`src/hdl/net_bounding_box_wirelength_macros.svh`:
```
// ----------------------------------------------------------------------------
// net bounding box wirelength assertion macros
// shared property wrappers, empty when built for synthesis
// ----------------------------------------------------------------------------
`ifndef NET_BOUNDING_BOX_WIRELENGTH_MACROS_SVH
`define NET_BOUNDING_BOX_WIRELENGTH_MACROS_SVH

`ifndef SYNTHESIS
`define NBBW_ASSERT_IMPL(label, ante, cons) \
    label: assert property (@(posedge i_clk) disable iff (!i_rst_n) (ante) |-> (cons)) \
        else $error("nbbw assertion failed");
`define NBBW_ASSERT_NEXT(label, ante, cons) \
    label: assert property (@(posedge i_clk) disable iff (!i_rst_n) (ante) |=> (cons)) \
        else $error("nbbw assertion failed");
`else
`define NBBW_ASSERT_IMPL(label, ante, cons)
`define NBBW_ASSERT_NEXT(label, ante, cons)
`endif

`endif

```
`src/hdl/nbbw_pkg.sv`:
```
// ----------------------------------------------------------------------------
// nbbw_pkg
// shared constants, register codes and control structs
// ----------------------------------------------------------------------------
`timescale 1ns / 1ps

package nbbw_pkg;

    localparam int COORD_BITS_DEF      = 32;
    localparam int CELL_INDEX_BITS_DEF = 20;
    localparam int MOVABLE_W           = 21;
    localparam int TOTAL_W             = 48;
    localparam int CFG_IDX_W           = 1;
    localparam int CFG_DATA_W          = 21;
    localparam int DIE_W               = 2;
    localparam int WEIGHT_W            = 2;

    localparam logic [DIE_W-1:0]    DIE_0      = 2'd0;
    localparam logic [DIE_W-1:0]    DIE_1      = 2'd1;
    localparam logic [WEIGHT_W-1:0] WEIGHT_ONE = 2'd1;

    // box bound slots
    localparam int BOUNDS = 4;
    localparam int B_XL   = 0;
    localparam int B_XH   = 1;
    localparam int B_YL   = 2;
    localparam int B_YH   = 3;

    typedef enum logic [CFG_IDX_W-1:0] {
        REG_DUAL_DIE_MODE = 1'b0,
        REG_MOVABLE_COUNT = 1'b1
    } t_cfg_reg;

    typedef struct packed {
        logic feed_a;
        logic feed_b;
        logic dual;
        logic last;
        logic clear;
    } t_pin_ctl;

    typedef struct packed {
        logic a_seen;
        logic b_seen;
        logic dual;
        logic last;
        logic clear;
    } t_box_ctl;

endpackage

```
`src/hdl/nbbw_pin_if.sv`:
```
// ----------------------------------------------------------------------------
// nbbw_pin_if
// pin channel: valid/ready handshake with one pin per beat
// ----------------------------------------------------------------------------
`timescale 1ns / 1ps

interface nbbw_pin_if #(
    parameter int COORD_BITS      = nbbw_pkg::COORD_BITS_DEF,
    parameter int CELL_INDEX_BITS = nbbw_pkg::CELL_INDEX_BITS_DEF
);
    logic                                valid;
    logic                                ready;
    logic                                pin_valid;
    logic signed [COORD_BITS-1:0]        cell_x;
    logic signed [COORD_BITS-1:0]        cell_y;
    logic signed [COORD_BITS-1:0]        offset_x;
    logic signed [COORD_BITS-1:0]        offset_y;
    logic [nbbw_pkg::DIE_W-1:0]          die_code;
    logic [CELL_INDEX_BITS-1:0]          cell_index;
    logic [nbbw_pkg::WEIGHT_W-1:0]       cell_weight;
    logic                                last_pin;
    logic                                clear_total;

    modport source (
        output valid, pin_valid, cell_x, cell_y, offset_x, offset_y,
               die_code, cell_index, cell_weight, last_pin, clear_total,
        input  ready
    );

    modport sink (
        input  valid, pin_valid, cell_x, cell_y, offset_x, offset_y,
               die_code, cell_index, cell_weight, last_pin, clear_total,
        output ready
    );
endinterface

```
`src/hdl/nbbw_res_if.sv`:
```
// ----------------------------------------------------------------------------
// nbbw_res_if
// result channel: valid/ready handshake with one net result per beat
// ----------------------------------------------------------------------------
`timescale 1ns / 1ps

interface nbbw_res_if #(
    parameter int COORD_BITS = nbbw_pkg::COORD_BITS_DEF
);
    logic                             valid;
    logic                             ready;
    logic [COORD_BITS+2:0]            net_wirelength;
    logic [COORD_BITS+1:0]            x_span;
    logic [COORD_BITS+1:0]            y_span;
    logic [nbbw_pkg::TOTAL_W-1:0]     running_total;

    modport source (
        output valid, net_wirelength, x_span, y_span, running_total,
        input  ready
    );

    modport sink (
        input  valid, net_wirelength, x_span, y_span, running_total,
        output ready
    );
endinterface

```
`src/hdl/net_bounding_box_wirelength.sv`:
```
// ----------------------------------------------------------------------------
// net_bounding_box_wirelength
// half-perimeter wirelength of nets streamed one pin per beat
//
// i_pin carries one pin beat (valid/ready); last_pin closes the net and
// o_res returns one beat per closed net: wirelength, x and y spans and the
// saturating running total. config is written through i_cfg_we/i_cfg_idx/
// i_cfg_data; the user must write it only while no beat is in flight;
// the block itself does not enforce this.
// throughput: one pin beat per cycle while o_res does not stall; the box
// compare/update and the running total accumulate are the only loops,
// each a single register. six pipeline stages part i_pin from o_res; a
// stalled o_res fills them and i_pin.ready drops only once all stages
// hold a beat. reset empties both boxes, zeroes the total, selects
// single-die mode and sets movable_count to zero; no clearing pass is needed.
// ----------------------------------------------------------------------------
`timescale 1ns / 1ps

module net_bounding_box_wirelength #(
    parameter int COORD_BITS      = nbbw_pkg::COORD_BITS_DEF,
    parameter int CELL_INDEX_BITS = nbbw_pkg::CELL_INDEX_BITS_DEF
) (
    input  logic                             i_clk,
    input  logic                             i_rst_n,
    input  logic                             i_cfg_we,
    input  logic [nbbw_pkg::CFG_IDX_W-1:0]   i_cfg_idx,
    input  logic [nbbw_pkg::CFG_DATA_W-1:0]  i_cfg_data,
    nbbw_pin_if.sink                         i_pin,
    nbbw_res_if.source                       o_res
);

    logic                              r_dual;
    logic [nbbw_pkg::MOVABLE_W-1:0]    r_movable;

    logic                              w_pin_valid;
    logic                              w_pin_ready;
    nbbw_pkg::t_pin_ctl                w_pin_ctl;
    logic signed [COORD_BITS:0]        w_px;
    logic signed [COORD_BITS:0]        w_py;

    logic                              w_box_valid;
    logic                              w_box_ready;
    nbbw_pkg::t_box_ctl                w_box_ctl;
    logic signed [COORD_BITS:0]        w_a [nbbw_pkg::BOUNDS];
    logic signed [COORD_BITS:0]        w_b [nbbw_pkg::BOUNDS];

    always_ff @(posedge i_clk) begin
        if (!i_rst_n) begin
            r_dual    <= 1'b0;
            r_movable <= '0;
        end else if (i_cfg_we) begin
            case (nbbw_pkg::t_cfg_reg'(i_cfg_idx))
                nbbw_pkg::REG_DUAL_DIE_MODE: begin
                    r_dual <= i_cfg_data[0];
                end
                nbbw_pkg::REG_MOVABLE_COUNT: begin
                    r_movable <= i_cfg_data[nbbw_pkg::MOVABLE_W-1:0];
                end
                default: begin
                    r_dual <= r_dual;
                end
            endcase
        end
    end

    nbbw_pin #(
        .COORD_BITS      (COORD_BITS),
        .CELL_INDEX_BITS (CELL_INDEX_BITS)
    ) u_pin (
        .i_clk     (i_clk),
        .i_rst_n   (i_rst_n),
        .i_pin     (i_pin),
        .i_dual    (r_dual),
        .i_movable (r_movable),
        .o_valid   (w_pin_valid),
        .i_ready   (w_pin_ready),
        .o_ctl     (w_pin_ctl),
        .o_px      (w_px),
        .o_py      (w_py)
    );

    nbbw_box #(
        .COORD_BITS (COORD_BITS)
    ) u_box (
        .i_clk   (i_clk),
        .i_rst_n (i_rst_n),
        .i_valid (w_pin_valid),
        .o_ready (w_pin_ready),
        .i_ctl   (w_pin_ctl),
        .i_px    (w_px),
        .i_py    (w_py),
        .o_valid (w_box_valid),
        .i_ready (w_box_ready),
        .o_ctl   (w_box_ctl),
        .o_a     (w_a),
        .o_b     (w_b)
    );

    nbbw_hpwl #(
        .COORD_BITS (COORD_BITS)
    ) u_hpwl (
        .i_clk   (i_clk),
        .i_rst_n (i_rst_n),
        .i_valid (w_box_valid),
        .o_ready (w_box_ready),
        .i_ctl   (w_box_ctl),
        .i_a     (w_a),
        .i_b     (w_b),
        .o_res   (o_res)
    );

endmodule

```
`src/hdl/nbbw_pin.sv`:
```
// ----------------------------------------------------------------------------
// nbbw_pin
// input register, pin point adder and box admission decode
// ----------------------------------------------------------------------------
`timescale 1ns / 1ps
`include "net_bounding_box_wirelength_macros.svh"

module nbbw_pin #(
    parameter int COORD_BITS      = nbbw_pkg::COORD_BITS_DEF,
    parameter int CELL_INDEX_BITS = nbbw_pkg::CELL_INDEX_BITS_DEF
) (
    input  logic                                i_clk,
    input  logic                                i_rst_n,
    nbbw_pin_if.sink                            i_pin,
    input  logic                                i_dual,
    input  logic [nbbw_pkg::MOVABLE_W-1:0]      i_movable,
    output logic                                o_valid,
    input  logic                                i_ready,
    output nbbw_pkg::t_pin_ctl                  o_ctl,
    output logic signed [COORD_BITS:0]          o_px,
    output logic signed [COORD_BITS:0]          o_py
);

    localparam int PW    = COORD_BITS + 1;
    localparam int CMP_W = (CELL_INDEX_BITS > nbbw_pkg::MOVABLE_W) ?
                           CELL_INDEX_BITS : nbbw_pkg::MOVABLE_W;

    // input stage
    logic                                r_v0;
    logic                                r_pin_valid;
    logic signed [COORD_BITS-1:0]        r_cx;
    logic signed [COORD_BITS-1:0]        r_cy;
    logic signed [COORD_BITS-1:0]        r_ox;
    logic signed [COORD_BITS-1:0]        r_oy;
    logic [nbbw_pkg::DIE_W-1:0]          r_die;
    logic [CELL_INDEX_BITS-1:0]          r_idx;
    logic [nbbw_pkg::WEIGHT_W-1:0]       r_weight;
    logic                                r_last;
    logic                                r_clear;

    // point stage
    logic                                r_v1;
    nbbw_pkg::t_pin_ctl                  r_s1;
    logic signed [PW-1:0]                r_px;
    logic signed [PW-1:0]                r_py;

    logic                                w_take0;
    logic                                w_take1;
    logic                                w_admit;
    logic signed [PW-1:0]                n_px;
    logic signed [PW-1:0]                n_py;
    nbbw_pkg::t_pin_ctl                  n_s1;

    assign w_take1     = !r_v1 || i_ready;
    assign w_take0     = !r_v0 || w_take1;
    assign i_pin.ready = w_take0;

    always_ff @(posedge i_clk) begin
        if (!i_rst_n) begin
            r_v0 <= 1'b0;
        end else if (w_take0) begin
            r_v0 <= i_pin.valid;
        end
    end

    always_ff @(posedge i_clk) begin
        if (w_take0 && i_pin.valid) begin
            r_pin_valid <= i_pin.pin_valid;
            r_cx        <= i_pin.cell_x;
            r_cy        <= i_pin.cell_y;
            r_ox        <= i_pin.offset_x;
            r_oy        <= i_pin.offset_y;
            r_die       <= i_pin.die_code;
            r_idx       <= i_pin.cell_index;
            r_weight    <= i_pin.cell_weight;
            r_last      <= i_pin.last_pin;
            r_clear     <= i_pin.clear_total;
        end
    end

    always_comb begin
        n_px    = {r_cx[COORD_BITS-1], r_cx} + {r_ox[COORD_BITS-1], r_ox};
        n_py    = {r_cy[COORD_BITS-1], r_cy} + {r_oy[COORD_BITS-1], r_oy};
        w_admit = (CMP_W'(r_idx) < CMP_W'(i_movable)) ||
                  (r_weight == nbbw_pkg::WEIGHT_ONE);
        n_s1.dual  = i_dual;
        n_s1.last  = r_last;
        n_s1.clear = r_clear;
        if (i_dual) begin
            n_s1.feed_a = r_pin_valid && w_admit && (r_die != nbbw_pkg::DIE_1);
            n_s1.feed_b = r_pin_valid && w_admit && (r_die != nbbw_pkg::DIE_0);
        end else begin
            n_s1.feed_a = r_pin_valid && (r_die != nbbw_pkg::DIE_0);
            n_s1.feed_b = 1'b0;
        end
    end

    always_ff @(posedge i_clk) begin
        if (!i_rst_n) begin
            r_v1 <= 1'b0;
        end else if (w_take1) begin
            r_v1 <= r_v0;
        end
    end

    always_ff @(posedge i_clk) begin
        if (w_take1 && r_v0) begin
            r_s1 <= n_s1;
            r_px <= n_px;
            r_py <= n_py;
        end
    end

    assign o_valid = r_v1;
    assign o_ctl   = r_s1;
    assign o_px    = r_px;
    assign o_py    = r_py;

    `NBBW_ASSERT_IMPL(a_single_no_box_b, r_v1 && !r_s1.dual, !r_s1.feed_b)

endmodule

```
`src/hdl/nbbw_box.sv`:
```
// ----------------------------------------------------------------------------
// nbbw_box
// live bounding boxes and a snapshot of them taken on every accepted beat
// ----------------------------------------------------------------------------
`timescale 1ns / 1ps
`include "net_bounding_box_wirelength_macros.svh"

module nbbw_box #(
    parameter int COORD_BITS = nbbw_pkg::COORD_BITS_DEF
) (
    input  logic                        i_clk,
    input  logic                        i_rst_n,
    input  logic                        i_valid,
    output logic                        o_ready,
    input  nbbw_pkg::t_pin_ctl          i_ctl,
    input  logic signed [COORD_BITS:0]  i_px,
    input  logic signed [COORD_BITS:0]  i_py,
    output logic                        o_valid,
    input  logic                        i_ready,
    output nbbw_pkg::t_box_ctl          o_ctl,
    output logic signed [COORD_BITS:0]  o_a [nbbw_pkg::BOUNDS],
    output logic signed [COORD_BITS:0]  o_b [nbbw_pkg::BOUNDS]
);

    localparam int PW = COORD_BITS + 1;

    logic signed [PW-1:0]   r_a [nbbw_pkg::BOUNDS];
    logic signed [PW-1:0]   r_b [nbbw_pkg::BOUNDS];
    logic                   r_a_seen;
    logic                   r_b_seen;

    logic                   r_v;
    nbbw_pkg::t_box_ctl     r_ctl;
    logic signed [PW-1:0]   r_sa [nbbw_pkg::BOUNDS];
    logic signed [PW-1:0]   r_sb [nbbw_pkg::BOUNDS];

    logic                   w_take;
    logic                   w_adv;
    logic signed [PW-1:0]   n_a [nbbw_pkg::BOUNDS];
    logic signed [PW-1:0]   n_b [nbbw_pkg::BOUNDS];
    logic                   n_a_seen;
    logic                   n_b_seen;

    function automatic logic signed [PW-1:0] grow_lo(
        input logic signed [PW-1:0] cur,
        input logic signed [PW-1:0] p,
        input logic                 seen
    );
        grow_lo = (!seen || (p < cur)) ? p : cur;
    endfunction

    function automatic logic signed [PW-1:0] grow_hi(
        input logic signed [PW-1:0] cur,
        input logic signed [PW-1:0] p,
        input logic                 seen
    );
        grow_hi = (!seen || (p > cur)) ? p : cur;
    endfunction

    assign w_take  = !r_v || i_ready;
    assign w_adv   = i_valid && w_take;
    assign o_ready = w_take;

    always_comb begin
        n_a = r_a;
        n_b = r_b;
        if (i_ctl.feed_a) begin
            n_a[nbbw_pkg::B_XL] = grow_lo(r_a[nbbw_pkg::B_XL], i_px, r_a_seen);
            n_a[nbbw_pkg::B_XH] = grow_hi(r_a[nbbw_pkg::B_XH], i_px, r_a_seen);
            n_a[nbbw_pkg::B_YL] = grow_lo(r_a[nbbw_pkg::B_YL], i_py, r_a_seen);
            n_a[nbbw_pkg::B_YH] = grow_hi(r_a[nbbw_pkg::B_YH], i_py, r_a_seen);
        end
        if (i_ctl.feed_b) begin
            n_b[nbbw_pkg::B_XL] = grow_lo(r_b[nbbw_pkg::B_XL], i_px, r_b_seen);
            n_b[nbbw_pkg::B_XH] = grow_hi(r_b[nbbw_pkg::B_XH], i_px, r_b_seen);
            n_b[nbbw_pkg::B_YL] = grow_lo(r_b[nbbw_pkg::B_YL], i_py, r_b_seen);
            n_b[nbbw_pkg::B_YH] = grow_hi(r_b[nbbw_pkg::B_YH], i_py, r_b_seen);
        end
        n_a_seen = r_a_seen || i_ctl.feed_a;
        n_b_seen = r_b_seen || i_ctl.feed_b;
    end

    always_ff @(posedge i_clk) begin
        if (!i_rst_n) begin
            r_a_seen <= 1'b0;
            r_b_seen <= 1'b0;
            r_v      <= 1'b0;
        end else begin
            if (w_adv) begin
                r_a_seen <= n_a_seen && !i_ctl.last;
                r_b_seen <= n_b_seen && !i_ctl.last;
            end
            if (w_take) begin
                r_v <= i_valid;
            end
        end
    end

    always_ff @(posedge i_clk) begin
        if (w_adv) begin
            r_a          <= n_a;
            r_b          <= n_b;
            r_sa         <= n_a;
            r_sb         <= n_b;
            r_ctl.a_seen <= n_a_seen;
            r_ctl.b_seen <= n_b_seen;
            r_ctl.dual   <= i_ctl.dual;
            r_ctl.last   <= i_ctl.last;
            r_ctl.clear  <= i_ctl.clear;
        end
    end

    assign o_valid = r_v;
    assign o_ctl   = r_ctl;
    assign o_a     = r_sa;
    assign o_b     = r_sb;

    `NBBW_ASSERT_IMPL(a_box_a_ordered, r_a_seen, (r_a[nbbw_pkg::B_XL] <= r_a[nbbw_pkg::B_XH]) && (r_a[nbbw_pkg::B_YL] <= r_a[nbbw_pkg::B_YH]))
    `NBBW_ASSERT_NEXT(a_box_empty_after_last, w_adv && i_ctl.last, !r_a_seen && !r_b_seen)

endmodule

```
`src/hdl/nbbw_hpwl.sv`:
```
// ----------------------------------------------------------------------------
// nbbw_hpwl
// span subtract, span sum and result register with saturating total
// ----------------------------------------------------------------------------
`timescale 1ns / 1ps
`include "net_bounding_box_wirelength_macros.svh"

module nbbw_hpwl #(
    parameter int COORD_BITS = nbbw_pkg::COORD_BITS_DEF
) (
    input  logic                        i_clk,
    input  logic                        i_rst_n,
    input  logic                        i_valid,
    output logic                        o_ready,
    input  nbbw_pkg::t_box_ctl          i_ctl,
    input  logic signed [COORD_BITS:0]  i_a [nbbw_pkg::BOUNDS],
    input  logic signed [COORD_BITS:0]  i_b [nbbw_pkg::BOUNDS],
    nbbw_res_if.source                  o_res
);

    localparam int PW    = COORD_BITS + 1;
    localparam int SW    = COORD_BITS + 2;
    localparam int WW    = COORD_BITS + 3;
    localparam int TW    = nbbw_pkg::TOTAL_W;
    localparam int SUM_W = ((WW > TW) ? WW : TW) + 1;
    localparam logic [TW-1:0] TOTAL_MAX = {TW{1'b1}};

    // span stage
    logic               r_v3;
    logic               r_last3;
    logic               r_clear3;
    logic [PW-1:0]      r_ax;
    logic [PW-1:0]      r_ay;
    logic [PW-1:0]      r_bx;
    logic [PW-1:0]      r_by;

    // sum stage
    logic               r_v4;
    logic               r_last4;
    logic               r_clear4;
    logic [SW-1:0]      r_xs;
    logic [SW-1:0]      r_ys;

    // result stage
    logic               r_ov;
    logic [WW-1:0]      r_wl;
    logic [SW-1:0]      r_oxs;
    logic [SW-1:0]      r_oys;
    logic [TW-1:0]      r_total;

    logic               w_take3;
    logic               w_take4;
    logic               w_take5;
    logic               w_adv5;
    logic               w_use_b;
    logic [PW-1:0]      n_ax;
    logic [PW-1:0]      n_ay;
    logic [PW-1:0]      n_bx;
    logic [PW-1:0]      n_by;
    logic [SUM_W-1:0]   n_sum;
    logic [TW-1:0]      n_total;

    assign w_take5 = !r_ov || o_res.ready;
    assign w_adv5  = r_v4 && w_take5;
    assign w_take4 = !r_v4 || w_take5;
    assign w_take3 = !r_v3 || w_take4;
    assign o_ready = w_take3;

    always_comb begin
        w_use_b = i_ctl.dual && i_ctl.b_seen;
        n_ax = i_ctl.a_seen ? PW'(i_a[nbbw_pkg::B_XH] - i_a[nbbw_pkg::B_XL]) : '0;
        n_ay = i_ctl.a_seen ? PW'(i_a[nbbw_pkg::B_YH] - i_a[nbbw_pkg::B_YL]) : '0;
        n_bx = w_use_b ? PW'(i_b[nbbw_pkg::B_XH] - i_b[nbbw_pkg::B_XL]) : '0;
        n_by = w_use_b ? PW'(i_b[nbbw_pkg::B_YH] - i_b[nbbw_pkg::B_YL]) : '0;
    end

    always_comb begin
        n_sum = (r_clear4 ? '0 : SUM_W'(r_total)) + SUM_W'(r_xs) + SUM_W'(r_ys);
        if (n_sum > SUM_W'(TOTAL_MAX)) begin
            n_total = TOTAL_MAX;
        end else begin
            n_total = n_sum[TW-1:0];
        end
    end

    always_ff @(posedge i_clk) begin
        if (!i_rst_n) begin
            r_v3    <= 1'b0;
            r_v4    <= 1'b0;
            r_ov    <= 1'b0;
            r_total <= '0;
        end else begin
            if (w_take3) begin
                r_v3 <= i_valid;
            end
            if (w_take4) begin
                r_v4 <= r_v3;
            end
            if (w_take5) begin
                r_ov <= r_v4 && r_last4;
            end
            if (w_adv5) begin
                if (r_last4) begin
                    r_total <= n_total;
                end else if (r_clear4) begin
                    r_total <= '0;
                end
            end
        end
    end

    always_ff @(posedge i_clk) begin
        if (w_take3 && i_valid) begin
            r_last3  <= i_ctl.last;
            r_clear3 <= i_ctl.clear;
            r_ax     <= n_ax;
            r_ay     <= n_ay;
            r_bx     <= n_bx;
            r_by     <= n_by;
        end
        if (w_take4 && r_v3) begin
            r_last4  <= r_last3;
            r_clear4 <= r_clear3;
            r_xs     <= SW'(r_ax) + SW'(r_bx);
            r_ys     <= SW'(r_ay) + SW'(r_by);
        end
        if (w_adv5 && r_last4) begin
            r_wl  <= WW'(r_xs) + WW'(r_ys);
            r_oxs <= r_xs;
            r_oys <= r_ys;
        end
    end

    assign o_res.valid          = r_ov;
    assign o_res.net_wirelength = r_wl;
    assign o_res.x_span         = r_oxs;
    assign o_res.y_span         = r_oys;
    assign o_res.running_total  = r_total;

    `NBBW_ASSERT_NEXT(a_total_no_drop, !(w_adv5 && r_clear4), r_total >= $past(r_total))

endmodule
```
`src/flat_wrapper.sv`:
```
// flat-port wrapper written by rule: the top's interface ports become plain ports
module net_bounding_box_wirelength_flat 
#(
    parameter int COORD_BITS      = nbbw_pkg::COORD_BITS_DEF,
    parameter int CELL_INDEX_BITS = nbbw_pkg::CELL_INDEX_BITS_DEF
)
  (i_clk, i_rst_n, i_cfg_we, i_cfg_idx, i_cfg_data, i_pin_valid, i_pin_pin_valid, i_pin_cell_x, i_pin_cell_y, i_pin_offset_x, i_pin_offset_y, i_pin_die_code, i_pin_cell_index, i_pin_cell_weight, i_pin_last_pin, i_pin_clear_total, i_pin_ready, o_res_valid, o_res_net_wirelength, o_res_x_span, o_res_y_span, o_res_running_total, o_res_ready);
  nbbw_pin_if #(.COORD_BITS(COORD_BITS), .CELL_INDEX_BITS(CELL_INDEX_BITS)) i_pin_i ();
  nbbw_res_if #(.COORD_BITS(COORD_BITS)) o_res_i ();
  input  logic i_clk;
  input  logic i_rst_n;
  input  logic i_cfg_we;
  input  logic [nbbw_pkg::CFG_IDX_W-1:0] i_cfg_idx;
  input  logic [nbbw_pkg::CFG_DATA_W-1:0] i_cfg_data;
  input wire logic [$bits(i_pin_i.valid)-1:0] i_pin_valid;
  input wire logic [$bits(i_pin_i.pin_valid)-1:0] i_pin_pin_valid;
  input wire logic [$bits(i_pin_i.cell_x)-1:0] i_pin_cell_x;
  input wire logic [$bits(i_pin_i.cell_y)-1:0] i_pin_cell_y;
  input wire logic [$bits(i_pin_i.offset_x)-1:0] i_pin_offset_x;
  input wire logic [$bits(i_pin_i.offset_y)-1:0] i_pin_offset_y;
  input wire logic [$bits(i_pin_i.die_code)-1:0] i_pin_die_code;
  input wire logic [$bits(i_pin_i.cell_index)-1:0] i_pin_cell_index;
  input wire logic [$bits(i_pin_i.cell_weight)-1:0] i_pin_cell_weight;
  input wire logic [$bits(i_pin_i.last_pin)-1:0] i_pin_last_pin;
  input wire logic [$bits(i_pin_i.clear_total)-1:0] i_pin_clear_total;
  output wire logic [$bits(i_pin_i.ready)-1:0] i_pin_ready;
  output wire logic [$bits(o_res_i.valid)-1:0] o_res_valid;
  output wire logic [$bits(o_res_i.net_wirelength)-1:0] o_res_net_wirelength;
  output wire logic [$bits(o_res_i.x_span)-1:0] o_res_x_span;
  output wire logic [$bits(o_res_i.y_span)-1:0] o_res_y_span;
  output wire logic [$bits(o_res_i.running_total)-1:0] o_res_running_total;
  input wire logic [$bits(o_res_i.ready)-1:0] o_res_ready;
  assign i_pin_i.valid = i_pin_valid;
  assign i_pin_i.pin_valid = i_pin_pin_valid;
  assign i_pin_i.cell_x = i_pin_cell_x;
  assign i_pin_i.cell_y = i_pin_cell_y;
  assign i_pin_i.offset_x = i_pin_offset_x;
  assign i_pin_i.offset_y = i_pin_offset_y;
  assign i_pin_i.die_code = i_pin_die_code;
  assign i_pin_i.cell_index = i_pin_cell_index;
  assign i_pin_i.cell_weight = i_pin_cell_weight;
  assign i_pin_i.last_pin = i_pin_last_pin;
  assign i_pin_i.clear_total = i_pin_clear_total;
  assign i_pin_ready = i_pin_i.ready;
  assign o_res_valid = o_res_i.valid;
  assign o_res_net_wirelength = o_res_i.net_wirelength;
  assign o_res_x_span = o_res_i.x_span;
  assign o_res_y_span = o_res_i.y_span;
  assign o_res_running_total = o_res_i.running_total;
  assign o_res_i.ready = o_res_ready;
  net_bounding_box_wirelength #(.COORD_BITS(COORD_BITS), .CELL_INDEX_BITS(CELL_INDEX_BITS)) u_core (.i_clk(i_clk), .i_rst_n(i_rst_n), .i_cfg_we(i_cfg_we), .i_cfg_idx(i_cfg_idx), .i_cfg_data(i_cfg_data), .i_pin(i_pin_i), .o_res(o_res_i));
endmodule
```
`config.mk`:
```
export PLATFORM = sky130hd
export DESIGN_NAME = net_bounding_box_wirelength_flat
export DESIGN_NICKNAME = d
export VERILOG_FILES = /design/src/hdl/nbbw_pkg.sv /design/src/hdl/nbbw_pin_if.sv /design/src/hdl/nbbw_res_if.sv /design/src/hdl/net_bounding_box_wirelength.sv /design/src/hdl/nbbw_pin.sv /design/src/hdl/nbbw_box.sv /design/src/hdl/nbbw_hpwl.sv /design/src/flat_wrapper.sv
export VERILOG_INCLUDE_DIRS = /design/src /design/src/hdl
export SDC_FILE = /design/constraint.sdc
export NUM_CORES = 2
export LEC_CHECK = 0
export BUFFER_PORTS_ARGS = -buffer_cell sky130_fd_sc_hd__clkbuf_2
export CAP_MARGIN = 20
export CORE_UTILIZATION = 56
export CTS_CLUSTER_SIZE = 12
export DETAILED_ROUTE_END_ITERATION = 8
export PLACE_DENSITY = 0.78
export SETUP_SLACK_MARGIN = 0.15
export SLEW_MARGIN = 10
export SYNTH_ARGS = -nofsm -noshare
export SYNTH_HDL_FRONTEND = slang
export SYNTH_SLANG_ARGS = --single-unit
```
`constraint.sdc`:
```
create_clock -name i_clk -period 10.6 [get_ports i_clk]
set_clock_uncertainty 0.05 [all_clocks]
set_input_delay 1.59 -clock i_clk [delete_from_list [all_inputs] [get_ports i_clk]]
set_output_delay 1.59 -clock i_clk [all_outputs]
set_load 0.02 [all_outputs]
```
---- Word-level counts from Yosys, hierarchy flattened ----
Cells that the tools add are included.
storage, ports and cells
  bits of input ports ..................... 182
  output and inout bits ................... 153
  logic and storage cells ................. 147
  flip-flop bits (word level) ............. 880
cells by class
  bitwise gates (word level) .............. 1
  eq/ne operators ......................... 2
  add/subtract/negate cells ............... 11
  mux-type cells .......................... 15
  reduce and logical (&&, ||, !) cells .... 54
  order comparisons ....................... 10
operator list
  kind                                                             count
  2-to-1 mux 132 bit                                               2
  2-to-1 mux 33 bit                                                8
  2-to-1 mux 48 bit                                                4
  greater-than comparator 33 bit                                   4
  less-than comparator 33 bit                                      4
  subtractor 33 bit                                                4
  adder 33 x 33 -> 34 bit                                          2
  adder 32 x 32 -> 33 bit                                          2
  adder 48 x 34 -> 49 bit                                          1
  adder 49 x 34 -> 49 bit                                          1
  greater-than comparator 49 x 48 -> 1 bit, second input constant  1
  adder 34 x 34 -> 35 bit                                          1
  AND reduction 3 bit                                              8
  less-than comparator 20 x 21 -> 1 bit                            1
  logical OR 1 bit                                                 17
  logical AND 1 bit                                                15
  logical NOT 1 bit                                                9
  AND reduction 2 bit                                              3
  nonzero test 2 bit                                               2
  == test 2 x 1 -> 1 bit, second input constant                    1
  2-to-1 mux 2 bit                                                 1
  != test 2 x 1 -> 1 bit, second input constant                    1
  NOT 1 bit                                                        1

---- Logic depth before layout (Yosys ltp) ----
  depth after elaboration ................. 8
  gate-level depth with buffers ........... 17
  depth with buffers taken out ............ 15

---- By module ----
From an unflattened synthesis, not the netlist that was laid out.
unflattened totals
  cells, all modules ...................... 4,820
  area, all modules ....................... 52,803.1 um2
modules (own cells, without submodules)
  module                       cells each  times used  area an instance (um2)  seq. area each (um2)
  nbbw_hpwl                    2,679       1           25,933.6                10,239.8
  nbbw_box                     1,271       1           15,115.7                8,137.8
  nbbw_pin                     770         1           10,784.1                6,826.5
  net_bounding_box_wirelength  100         1           969.7                   440.4

---- Least setup slack after synthesis ----
OpenSTA, ideal clock, no wires.
  path type ............................... input port to flip-flop
  from .................................... in o_res_ready
  to ...................................... reg u_core.u_pin.r_clear, enable pin
  arrival time ............................ 9,811 ps
  path buffers ............................ 0
  stages .................................. 4
  slack ................................... -23 ps
  setup time .............................. 762 ps
  data required time ...................... 9,788 ps
  cell sequence ........................... nor2b_1 > and3_1 > and2_0 > a31oi_1
on the way
  cells in the longest elaborated chain, start to end .. 7
RTL lines
  item                    RTL line            source
  start: declaration      flat_wrapper.sv:32  input wire logic [$bits(o_res_i.ready)-1:0] o_res_ready;
  logical OR 1 bit        nbbw_hpwl.sv:63     assign w_take5 = !r_ov || o_res.ready;
  logical OR 1 bit        nbbw_hpwl.sv:65     assign w_take4 = !r_v4 || w_take5;
  logical OR 1 bit        nbbw_hpwl.sv:66     assign w_take3 = !r_v3 || w_take4;
  logical OR 1 bit        nbbw_box.sv:60      assign w_take = !r_v || i_ready;
  logical OR 1 bit        nbbw_pin.sv:54      assign w_take1 = !r_v1 || i_ready;
  logical OR 1 bit        nbbw_pin.sv:55      assign w_take0 = !r_v0 || w_take1;
  logical AND 1 bit       nbbw_pin.sv:67      if (w_take0 && i_pin.valid) begin
  end signal: assignment  nbbw_pin.sv:77      r_clear <= i_pin.clear_total;
  end: declaration        nbbw_pin.sv:39      logic r_clear;
No other way between the ends.
A chain may end at the register's enable or synchronous reset.

---- Final worst setup path ----
  from .................................... reg u_core.u_hpwl.r_clear4
  to ...................................... reg u_core.u_hpwl.r_total[47] (netlist: u_core.u_hpwl.o_res.running_total[47])
on the way
  cells in the longest elaborated chain, start to end .. 6
  elaborated cells on any way between the ends .. 8
  classes of those cells .................. 2 x add/sub; 1 x order compare; 3 x mux; 2 x reduce/logical
RTL lines
  item                                      RTL line          source
  start: declaration                        nbbw_hpwl.sv:40   logic r_clear4;
  start signal: assignment                  nbbw_hpwl.sv:123  r_clear4 <= r_clear3;
  2-to-1 mux 48 bit                         nbbw_hpwl.sv:78   n_sum = (r_clear4 ? '0 : SUM_W'(r_total)) + SUM_W'(r_xs) + SUM_W'(r_ys);
  adder 48 x 34 -> 49 bit                   nbbw_hpwl.sv:78
  adder 49 x 34 -> 49 bit                   nbbw_hpwl.sv:78
  greater-than comparator 49 x 48 -> 1 bit  nbbw_hpwl.sv:79   if (n_sum > SUM_W'(TOTAL_MAX)) begin
  2-to-1 mux 48 bit                         nbbw_hpwl.sv:79
  2-to-1 mux 48 bit                         nbbw_hpwl.sv:103  if (r_last4) begin
  end signal: assignment                    nbbw_hpwl.sv:104  r_total <= n_total;
  end: declaration                          nbbw_hpwl.sv:49   logic [TW-1:0] r_total;
Parallel ways exist; a longest one is shown, timed or not.

==> run metrics <==
hpwl dp=92900 microns; Worst IR Drop VDD=139 uV; row cnt=110; Syn Inst Count=4534; Die Width=304 microns; Via density=5.81; Max Clk Rate=0.204 GHz; total CTS buffers=95; H-tree levels=3; Hold Path Sink=u_core.u_hpwl.r_last4; post-synth top area share=47.0%; Crit Path Category=register to register; routed len/inst=19.5 microns; Seq/Total Area, Yosys=50.1%; Final Hold Viols=0; Critical Path Fanout Max=46; placed cell areas=54500 sq um; DRT Pass-1 Iters=6; Tightest Pin Transition=1.02 ns; ys flop type=edfxtp_1; Tot GR Track Use=25.6%; RSZ-0062 raised after global routing=no; Syn Nets=5365; final core utilization=63.6%; hold crit path type=register to register; clock-pin slew on the worst setup and hold paths=0.06 ns; Worst-Skew Late Latency=0.67 ns; post-CTS sizing=0; initial antenna violation count=0; die height=304 microns; FFs w/ async S/R, synth=0%; RR Endpoint=u_core.u_hpwl.o_res.running_total[47]; Power Total=8.05 mW; total setup buffers inserted after CTS=0; pwr/cell area=140 nW/um^2; Yosys top cell by area=edfxtp_1; CTS Buffer Depth=3; multi-input logic area=24000 sq um; Final Slew Violations=0; layout overhead on the synthesized area=12.0%; Pleak=24.2 nW; largest cells by area after synthesis=edfxtp_1, ha_1, a21oi_1; Final ANT Viol Nets=0; clk sinks=880; WL final=120000 microns; largest net degree at the start of global routing=130; min cycle time layout=4.90 ns; slack of the worst reg-to-reg path=5.70 ns; # DRC=0; GP Congestion=0.956; Initial Util=56.7%; IO Port Bufs=334; outcome=complete, no violations; synthesized area per cell=11.3 sq um; Ant. Diodes=0; setup_tns=0 ns; crit-path cells=buf_4 > nor2b_1 > fa_1 > ha_1 > inv_1 > fa_1 > nand2b_1 > a21oi_1 > o21ai_1 > o21a_1 > nor3_1 > o21ai_1 > o31ai_4 > nand2_1 > o311a_1 > a41o_1; crit start category=register; Data required, critical path=11.10 ns; Final setup viols=0; CTS Root Cell=clkbuf_16; CTS tree=built; first-pass GRT wire length=186000 microns; DR iter-0 viols=2590; max incr delay on CP=0.51 ns; Hold Startpoint=u_core.u_hpwl.r_last3; io pins=335; register area=25600 sq um; CP max-delay cell=fa_1; layout net count=5766; Critical Path AT=5.40 ns; fillers=7029; Post-synth EDFFs=802; Die Area=92700 sq um; DR vias=35.9k; grt ovf=0; worst r2r path cells=16; Hold Crit Depth=0; Post-Syn Area=51200 sq um; MaxCap Viol Count=0; layout cells sized above 1=10.9%; Yosys warnings=0; finished layout cell area=57400 sq um; worst r2r src=u_core.u_hpwl.r_clear4; Synth Register Bits=880; vias in the first global route=34.6k; endpoint class of the critical path=register; relative slew slack=31.9%; Yosys cell types=85; period utilisation layout=46.2%; total core area=90300 sq um; hold buffers post-CTS=0
metrics by stage:
stage | setup WS, ns | cells | hold WS (ns)
final | 5.70 | 6188 | 0.373
after global routing | 5.36 | 6188 | 0.383
after CTS | 5.76 | 6187 | 0.374
after detailed placement | 5.76 | 6013 | 0.358
after global placement | 5.78 | 6013 | 0.358
after floorplan | 2.12 | 4534 | 0.350
cell usage after synthesis, drive strengths merged, types with 71 or more instances:
cell and number:
a21o 213, a21oi 369, dfxtp 78, edfxtp 802, ha 605, inv 390
nand2 249, nand3 80, nor2 304, nor2b 111, nor3 83, o21a 71
o21ai 219, xnor2 156, xor2 95
flip-flops by register name (all words and copies together) (netlist names), 34 cells and up:
register	flops
u_core.u_hpwl.o_res.x_span	34
u_core.u_hpwl.o_res.running_total	48
u_core.u_hpwl.o_res.y_span	34
u_core.u_hpwl.r_ys	34
u_core.u_box.o_a	132
u_core.u_box.o_b	132
u_core.u_hpwl.o_res.net_wirelength	35
u_core.u_hpwl.r_xs	34
worst max path at each step:
stage	start	endpoint	depth (start not counted)
6_report	u_core.u_hpwl.r_clear4	u_core.u_hpwl.o_res.running_total[47]	16
5_1_grt	u_core.u_hpwl.r_clear4	u_core.u_hpwl.o_res.running_total[47]	16
4_1_cts	u_core.u_hpwl.r_clear4	u_core.u_hpwl.o_res.running_total[47]	16
3_5_place_dp	o_res_ready	i_pin_ready	6
3_3_place_gp	o_res_ready	i_pin_ready	6
2_1_floorplan	o_res_ready	u_core.u_hpwl.r_ax[0]	3
worst max-delay path: cells and delay by family, from the launching register on:
family / cells / cell delay (ns)
and+or+nand+nor: 4 / 0.89
AOI/OAI and AO/OA: 7 / 1.87
DFF: 1 / 0.32
buffers and inverters: 2 / 0.52
adders and majority gates: 3 / 1.09
where the power goes:
part / internal [mW] / switching [mW] / leakage, nW
Sequential: 3.94 / 0.102 / 8.02
Clock: 1.79 / 1.34 / 1.40
Combinational: 0.379 / 0.504 / 14.8
Total: 6.10 / 1.95 / 24.2
cell families after synthesis:
logic type	count (synthesis)	share of synthesized area [%]
simple gates	1114	10.7
mux	5	0.0977
flops	880	50.1
xor+xnor	251	4.29
compound gates	1189	15.1
fa+ha+maj	649	16.5
buf+inv	446	3.27
routing by layer:
metal	up-vias	routed length, microns	global-route usage [%]
met5	-	0	0
met4	0	3830	8.52
met3	197	7250	3.89
met2	1126	54700	41.2
met1	17000	54500	35.5
li1	17600	-	-
cell type report:
type                       count  share of cell area, %
timing repair buffer         358                   3.28
inverter                     392                   2.56
tap                         1176                   2.56
multi-input combinational   3208                   41.9
sequential                   880                   44.7
clock inverter                44                  0.582
clock buffer                 130                   4.48
cells in the final DEF, fill, tap and decap left out, types with 71 or more instances in the layout:
cell type / n
nand2_1: 248
clkbuf_2: 334
a21oi_1: 366
clkbuf_16: 96
nor2b_1: 110
dfxtp_1: 78
inv_1: 390
nor3_1: 82
o21a_1: 71
xor2_1: 95
nor2_1: 304
edfxtp_1: 802
a21o_1: 212
xnor2_1: 156
nand3_1: 80
ha_1: 605
o21ai_0: 208
No activity file was read; power rests on OpenSTA's default activity.
